$ cat src/design/mqsb_pkg.sv
// Package with shared types, constants and helpers for the multi-queue shared buffer.
`default_nettype none
package mqsb_pkg;

  localparam int NUM_SLOTS  = 64;
  localparam int NUM_QUEUES = 4;

  localparam int ADDR_W = $clog2(NUM_SLOTS);
  localparam int PTR_W  = $clog2(NUM_SLOTS + 1);
  localparam int DATA_W = 32;
  localparam int QID_W  = 2;

  typedef logic [PTR_W-1:0]  ptr_t;
  typedef logic [ADDR_W-1:0] addr_t;

  localparam ptr_t NULL_PTR = ptr_t'(NUM_SLOTS);

  localparam logic MODE_ENQ = 1'b0;
  localparam logic MODE_DEQ = 1'b1;

  typedef enum logic [1:0] {
    ST_OK    = 2'd0,
    ST_FULL  = 2'd1,
    ST_EMPTY = 2'd2
  } status_t;

  typedef enum logic [1:0] {
    S_IDLE,
    S_LOOK,
    S_EXEC
  } state_t;

  typedef struct packed {
    logic               mode;
    logic [QID_W-1:0]   queue_id;
    logic signed [31:0] data_in;
  } cmd_t;

  typedef struct packed {
    logic signed [31:0] data_out;
    status_t            status;
  } rsp_t;

  typedef struct packed {
    logic  rd_en;
    addr_t rd_addr;
    logic  wr_en;
    addr_t wr_addr;
    ptr_t  wr_data;
  } link_req_t;

  function automatic logic is_slot(ptr_t p);
    return p < NULL_PTR;
  endfunction

endpackage
`default_nettype wire

$ cat src/design/multi_queue_shared_buffer.sv
// Top level: several FIFO queues sharing one slot buffer through a linked free list.
//
// A command word (enqueue or dequeue, queue number, data) is taken at a rising
// edge where start is high and busy is low. The word is registered, the link
// table and the data buffer are read in the following cycle, and in the cycle
// after that the pointers and the link table are updated. The response word
// (data and status) is registered at the end of that update cycle, is shown
// on result for exactly one cycle with done high, and is taken while done is high.
// A new command can be taken in the update cycle of the one before it; busy is
// high for the one cycle in which the memory reads are in flight, since each
// update reads the link table at a registered pointer and writes it in the next cycle.
// Status is ok, full when no slot is free, or empty when the queue holds no
// word; data is zero unless a dequeue succeeds.
// Reset empties every queue and chains all slots onto the free list at once,
// with no clearing pass; busy is high while reset is applied.
// The receiver cannot stall: each response must be taken in its done cycle.
`default_nettype none
module multi_queue_shared_buffer (
  input  wire logic           clk,
  input  wire logic           rst,
  input  wire logic           start,
  output logic                busy,
  input  wire mqsb_pkg::cmd_t item,
  output logic                done,
  output mqsb_pkg::rsp_t      result
);
  import mqsb_pkg::*;

  state_t    state;
  state_t    state_next;
  cmd_t      cmd_q;
  ptr_t      head [NUM_QUEUES];
  ptr_t      tail [NUM_QUEUES];
  ptr_t      free_head;
  logic      accept;
  logic      q_ok;
  ptr_t      head_sel;
  ptr_t      tail_sel;
  ptr_t      link_rd;
  ptr_t      deq_next;
  logic      enq_ok;
  logic      deq_ok;
  rsp_t      res_next;
  link_req_t link_req;
  logic [DATA_W-1:0] data_rd;

  assign busy   = rst || (state == S_LOOK);
  assign accept = start && !busy;

  mqsb_link_store u_link (
    .clk    (clk),
    .rst    (rst),
    .req    (link_req),
    .rd_link(link_rd)
  );

  mqsb_ram #(
    .WIDTH(DATA_W),
    .DEPTH(NUM_SLOTS)
  ) u_data (
    .clk    (clk),
    .wr_en  ((state == S_EXEC) && enq_ok),
    .wr_addr(free_head[ADDR_W-1:0]),
    .wr_data(cmd_q.data_in),
    .rd_en  (state == S_LOOK),
    .rd_addr(head_sel[ADDR_W-1:0]),
    .rd_data(data_rd)
  );

  always_comb begin
    q_ok     = int'(cmd_q.queue_id) < NUM_QUEUES;
    head_sel = q_ok ? head[cmd_q.queue_id] : NULL_PTR;
    tail_sel = q_ok ? tail[cmd_q.queue_id] : NULL_PTR;
    enq_ok   = (cmd_q.mode == MODE_ENQ) && q_ok && is_slot(free_head);
    deq_ok   = (cmd_q.mode == MODE_DEQ) && is_slot(head_sel);
    // The tail's own link is never kept current, so the last word ends the chain.
    deq_next = (head_sel == tail_sel || !is_slot(link_rd)) ? NULL_PTR : link_rd;

    link_req.rd_en   = (state == S_LOOK);
    link_req.rd_addr = (cmd_q.mode == MODE_ENQ) ? free_head[ADDR_W-1:0]
                                                : head_sel[ADDR_W-1:0];
    link_req.wr_en   = 1'b0;
    link_req.wr_addr = head_sel[ADDR_W-1:0];
    link_req.wr_data = free_head;
    if (state == S_EXEC) begin
      if (enq_ok && is_slot(head_sel) && is_slot(tail_sel)) begin
        link_req.wr_en   = 1'b1;
        link_req.wr_addr = tail_sel[ADDR_W-1:0];
      end else if (deq_ok) begin
        link_req.wr_en = 1'b1;
      end
    end

    res_next.data_out = deq_ok ? data_rd : '0;
    if (cmd_q.mode == MODE_ENQ) begin
      res_next.status = enq_ok ? ST_OK : ST_FULL;
    end else begin
      res_next.status = deq_ok ? ST_OK : ST_EMPTY;
    end
  end

  always_comb begin
    state_next = state;
    unique case (state)
      S_IDLE: if (accept) state_next = S_LOOK;
      S_LOOK: state_next = S_EXEC;
      S_EXEC: state_next = accept ? S_LOOK : S_IDLE;
      default: state_next = S_IDLE;
    endcase
  end

  always_ff @(posedge clk) begin
    if (rst) begin
      state     <= S_IDLE;
      done      <= 1'b0;
      free_head <= '0;
      for (int i = 0; i < NUM_QUEUES; i++) begin
        head[i] <= NULL_PTR;
        tail[i] <= NULL_PTR;
      end
    end else begin
      state <= state_next;
      done  <= (state == S_EXEC);
      if (state == S_EXEC) begin
        if (enq_ok) begin
          free_head <= link_rd;
          if (!is_slot(head_sel)) begin
            head[cmd_q.queue_id] <= free_head;
          end
          tail[cmd_q.queue_id] <= free_head;
        end else if (deq_ok) begin
          free_head            <= head_sel;
          head[cmd_q.queue_id] <= deq_next;
          if (!is_slot(deq_next)) begin
            tail[cmd_q.queue_id] <= NULL_PTR;
          end
        end
      end
    end
  end

  always_ff @(posedge clk) begin
    if (accept) begin
      cmd_q <= item;
    end
    if (state == S_EXEC) begin
      result <= res_next;
    end
  end

endmodule
`default_nettype wire

$ cat src/design/mqsb_ram.sv
// Generic single-write, single-read RAM with registered read data.
`default_nettype none
module mqsb_ram #(
  parameter int WIDTH = 32,
  parameter int DEPTH = 64
) (
  input  wire logic                     clk,
  input  wire logic                     wr_en,
  input  wire logic [$clog2(DEPTH)-1:0] wr_addr,
  input  wire logic [WIDTH-1:0]         wr_data,
  input  wire logic                     rd_en,
  input  wire logic [$clog2(DEPTH)-1:0] rd_addr,
  output logic      [WIDTH-1:0]         rd_data
);

  logic [WIDTH-1:0] mem [DEPTH];

  always_ff @(posedge clk) begin
    if (wr_en) begin
      mem[wr_addr] <= wr_data;
    end
    if (rd_en) begin
      rd_data <= mem[rd_addr];
    end
  end

endmodule
`default_nettype wire

$ cat src/design/mqsb_link_store.sv
// Link table: next-pointer RAM with per-entry valid bits that supply the reset chain.
`default_nettype none
module mqsb_link_store (
  input  wire logic                clk,
  input  wire logic                rst,
  input  wire mqsb_pkg::link_req_t req,
  output mqsb_pkg::ptr_t           rd_link
);
  import mqsb_pkg::*;

  logic [NUM_SLOTS-1:0] valid;
  logic                 rd_valid;
  addr_t                rd_addr_q;
  ptr_t                 ram_data;

  mqsb_ram #(
    .WIDTH(PTR_W),
    .DEPTH(NUM_SLOTS)
  ) u_ram (
    .clk    (clk),
    .wr_en  (req.wr_en),
    .wr_addr(req.wr_addr),
    .wr_data(req.wr_data),
    .rd_en  (req.rd_en),
    .rd_addr(req.rd_addr),
    .rd_data(ram_data)
  );

  always_ff @(posedge clk) begin
    if (rst) begin
      valid <= '0;
    end else if (req.wr_en) begin
      valid[req.wr_addr] <= 1'b1;
    end
  end

  always_ff @(posedge clk) begin
    if (req.rd_en) begin
      rd_valid  <= valid[req.rd_addr];
      rd_addr_q <= req.rd_addr;
    end
  end

  // An entry never written still holds its reset link to the following slot.
  assign rd_link = rd_valid ? ram_data : ptr_t'(rd_addr_q) + ptr_t'(1);

endmodule
`default_nettype wire

$ cat config.mk
export PLATFORM = sky130hd
export DESIGN_NAME = multi_queue_shared_buffer
export DESIGN_NICKNAME = d
export VERILOG_FILES = /design/src/design/mqsb_pkg.sv /design/src/design/multi_queue_shared_buffer.sv /design/src/design/mqsb_ram.sv /design/src/design/mqsb_link_store.sv
export SDC_FILE = /design/constraint.sdc
export NUM_CORES = 2
export LEC_CHECK = 0
export BUFFER_PORTS_ARGS = -buffer_cell sky130_fd_sc_hd__buf_2
export CAP_MARGIN = 10
export CORE_MARGIN = 2
export CORE_UTILIZATION = 55
export CTS_CLUSTER_DIAMETER = 150
export DETAILED_ROUTE_END_ITERATION = 10
export MAX_ROUTING_LAYER = met4
export PLACE_DENSITY = 0.73
export SLEW_MARGIN = 20
export SYNTH_ARGS = -nofsm -noshare
export SYNTH_HDL_FRONTEND = slang
export SYNTH_SLANG_ARGS = --single-unit
$ cat constraint.sdc
create_clock -name clk -period 3.8 [get_ports clk]
set_input_delay 0.76 -clock clk [delete_from_list [all_inputs] [get_ports clk]]
set_output_delay 0.76 -clock clk [all_outputs]
set_load 0.01 [all_outputs]
==> impl_metrics.toml <==
[placed_design]
dpl.cell_count = 9178
post-dp-hpwl_um = 164800
port_buffers = 73
finalWeightedCongestion = 0.9253

[synth]
count_of_synthesis_stage_warnings_from_yosys = 0
syn_inst = 6526
yosys.area.top_type_share_pct = 74.92
ys_top_cells_by_area = "sky130_fd_sc_hd__edfxtp_1 (75%), sky130_fd_sc_hd__mux4_2 (8.3%), sky130_fd_sc_hd__nand2_1 (4.4%), sky130_fd_sc_hd__nand3_1 (3.1%), sky130_fd_sc_hd__dfxtp_1 (1.4%)"
number_of_enable_type_register_cells_in_the_synthesized_netlist = 2667
synth-seq-area-share_pct = 76.35
syn-cell-area_um2 = 106900
synth.most_common_cell = "sky130_fd_sc_hd__edfxtp_1"
yosys.area.top_type = "sky130_fd_sc_hd__edfxtp_1"
syn_avg_cell_area_um2 = 16.38
synth_cell_types = 63
syn_nets = 6565
synth-main-ff-cell = "sky130_fd_sc_hd__edfxtp_1"
synth_async_sr_flop_share_pct = 0
synthesis_stage_register_bit_count = 2743
yosys-top-cells-count = "sky130_fd_sc_hd__edfxtp_1 (2667), sky130_fd_sc_hd__nand2_1 (1261), sky130_fd_sc_hd__nand3_1 (655)"

[timing]
fin_tns_setup_ns = 0
maxClockFrequency_mhz = 275.3
slew-limit-headroom_pct = 30.20
finalSetupViolations = 0
pins_over_their_slew_limit = 0
timing.final.crit_share_pct = 95.59
report.final.hold_viol_count = 0
finalWorstPathRequiredPeriod_ns = 3.632
grt_setup_unrepaired = "true"
skew_ns = 0.06095
worstMarginPinSlew_ns = 1.047

[clock_network]
root_buffer = "sky130_fd_sc_hd__clkbuf_16"
cts-buffers-inserted = 287
cts_tree = "built"
cts.htree.levels = 5
worst_skew_pair.late_latency_ns = 0.94
cts_num_sinks = 2743
clk_pin_slew_ns = 0.07
max-clock-path-buffers = 4

[floorplanning]
initial_core_util_pct = 55.45
design.die.area_um2 = 197900
rows = 161
core_footprint_um2 = 192800
die_span_x_um = 444.9
die_span_in_y_um = 444.9
top_level_ports = 74

[power]
cellLeakagePower_uw = 0.04098
totalPowerFinal_uw = 65180
max-vdd-ir-drop_mv = 0.5122
power_per_cell_area_nw_per_um2 = 530.9

[routing]
drc = 0
initialDrtViolationCount = 9900
drt_first_pass_iters = 8
post_drt_via_cell_ratio = 6.518
vias = 63281
wl_per_cell_um = 30.22
remaining_antenna_violation_count_after_routing = 0
detail_route.wirelength_um = 293400

[global_route]
grt_max_degree = 129
grt_antenna_before_repair = 11
grt_use_total_pct = 30.42
grt_pass1_wl_um = 422700
grt_pass1_vias = 62262
grt.overflow.total = 0

[critical_path]
crit_path_start_kind = "register"
critical_path_arrival_ns = 4.18
critPathMaxFanout = 12
worstPathRequired_ns = 4.35
critical_path_class = "register to register"
worst_setup_path_end_kind = "register"

[layout]
syn_to_final_growth_pct = 14.86
post_route_cells_drive_above_1_share_pct = 19.60
finalNetCount = 7020
nFillCells = 12762
final-instance-count-excl-fill = 9709

[flow_run]
drv_cap = 0

[min_path]
start_point_of_the_worst_min_delay_path = "item[32]"
hp-class = "input port to register"

[status]
status = "finished, final reports clean"
## flip-flops by register name, summed over array words and instances (netlist names), 28 cells and up, named ones only
| register | cells |
|---|---|
| cmd_q | 35 |
| u_link.u_ram.mem | 448 |
| result | 34 |
| u_link.valid | 64 |
| head | 28 |
| tail | 28 |
| u_data.mem | 2048 |
| u_data.rd_data | 32 |
## path summary, 6_finish.rpt
path | to | slack (ns) | cells past startpoint
hold reg to reg | state[0] | 0.46 | 1
setup / recovery | u_link.u_ram.mem[12][0] | 0.17 | 9
hold / removal | cmd_q[32] | 0.05 | 1
setup reg to reg | u_link.u_ram.mem[12][0] | 0.17 | 9
## layout make-up
class                   count  area, um^2  area share, %
flip-flops and latches   2743       81620          66.48
clock buffers             368        7655          6.235
multi-input cells        3385       24170          19.68
well taps                2526        3161          2.574
clock inverters           119        1047         0.8530
diodes                      4       10.01       0.008153
inverters                  18       75.07        0.06114
repair buffers            546        5045          4.109
## per-stage QoR
stage	utilization [%]	hold slack (ns)	setup slack, ns	area [um^2]
after floorplan	-	0.4057	0.08063	106900
after global placement	58.93	0.4186	0.2378	113600
after detailed placement	58.96	0.4529	0.1864	113700
after CTS	63.64	0.004122	0.1520	122700
after global routing	63.69	0.02624	0.002141	122800
final	63.69	0.05382	0.1677	122800
## critical path, stage by stage (launching register included)
cell	delay (ns)
sky130_fd_sc_hd__dfxtp_2	0.42
sky130_fd_sc_hd__buf_4	0.20
sky130_fd_sc_hd__mux4_2	0.56
sky130_fd_sc_hd__nor4_4	0.43
sky130_fd_sc_hd__buf_4	0.24
sky130_fd_sc_hd__nor2_1	0.05
sky130_fd_sc_hd__a21oi_1	0.21
sky130_fd_sc_hd__buf_4	0.21
sky130_fd_sc_hd__nand2_1	0.32
sky130_fd_sc_hd__nor2_1	0.60
## power by group
part	switching, uW	total [uW]	internal (uW)
combinational	3480	5370	1880
clock	11200	26600	15300
sequential	82.3	33200	33100
## cells in the final DEF (no fill, tap or decap), types with 41 or more instances in the layout
cell type                   count
sky130_fd_sc_hd__edfxtp_1    2667
sky130_fd_sc_hd__nand2_1     1261
sky130_fd_sc_hd__nand3_1      653
sky130_fd_sc_hd__mux4_2       392
sky130_fd_sc_hd__buf_4        358
sky130_fd_sc_hd__clkbuf_16    294
sky130_fd_sc_hd__a21oi_1      232
sky130_fd_sc_hd__nor2_1       217
sky130_fd_sc_hd__mux2i_1      102
sky130_fd_sc_hd__buf_12        80
sky130_fd_sc_hd__buf_2         73
sky130_fd_sc_hd__clkbuf_1      72
sky130_fd_sc_hd__dfxtp_1       68
sky130_fd_sc_hd__nor2_4        66
sky130_fd_sc_hd__and3_1        50
sky130_fd_sc_hd__o21ai_0       47
sky130_fd_sc_hd__clkinv_1      44
sky130_fd_sc_hd__and2_1        44
sky130_fd_sc_hd__a2111oi_0     41
## cells by family after synthesis
| family | synth area share (%) |
|---|---|
| adders and majority gates | 0.01170 |
| and+or+nand+nor | 9.542 |
| buffers and inverters | 1.690 |
| xor gates and xnor gates | 0.09013 |
| DFF | 76.35 |
| muxes | 9.467 |
| AOI/OAI and AO/OA | 2.851 |
## repair_timing
item / CTS / global route
hold buffers: 32 / 0
setup endpoints to repair: 0 / 15
buffers inserted: 0 / 7
gates resized for setup: 0 / 4
hold endpoints to repair: 32 / 0
## layer usage
| metal | routed length [um] | part of all wire (%) | global-route usage (%) | up-vias |
|---|---|---|---|---|
| li1 | - | - | - | 26023 |
| met1 | 103900 | 35 | 39.17 | 31937 |
| met2 | 139700 | 48 | 46.72 | 4538 |
| met3 | 35900 | 12 | 7.080 | 783 |
| met4 | 13900 | 4.7 | 13.41 | 0 |
| met5 | 0 | 0 | - | - |
Power figures use the tool's default switching activity.
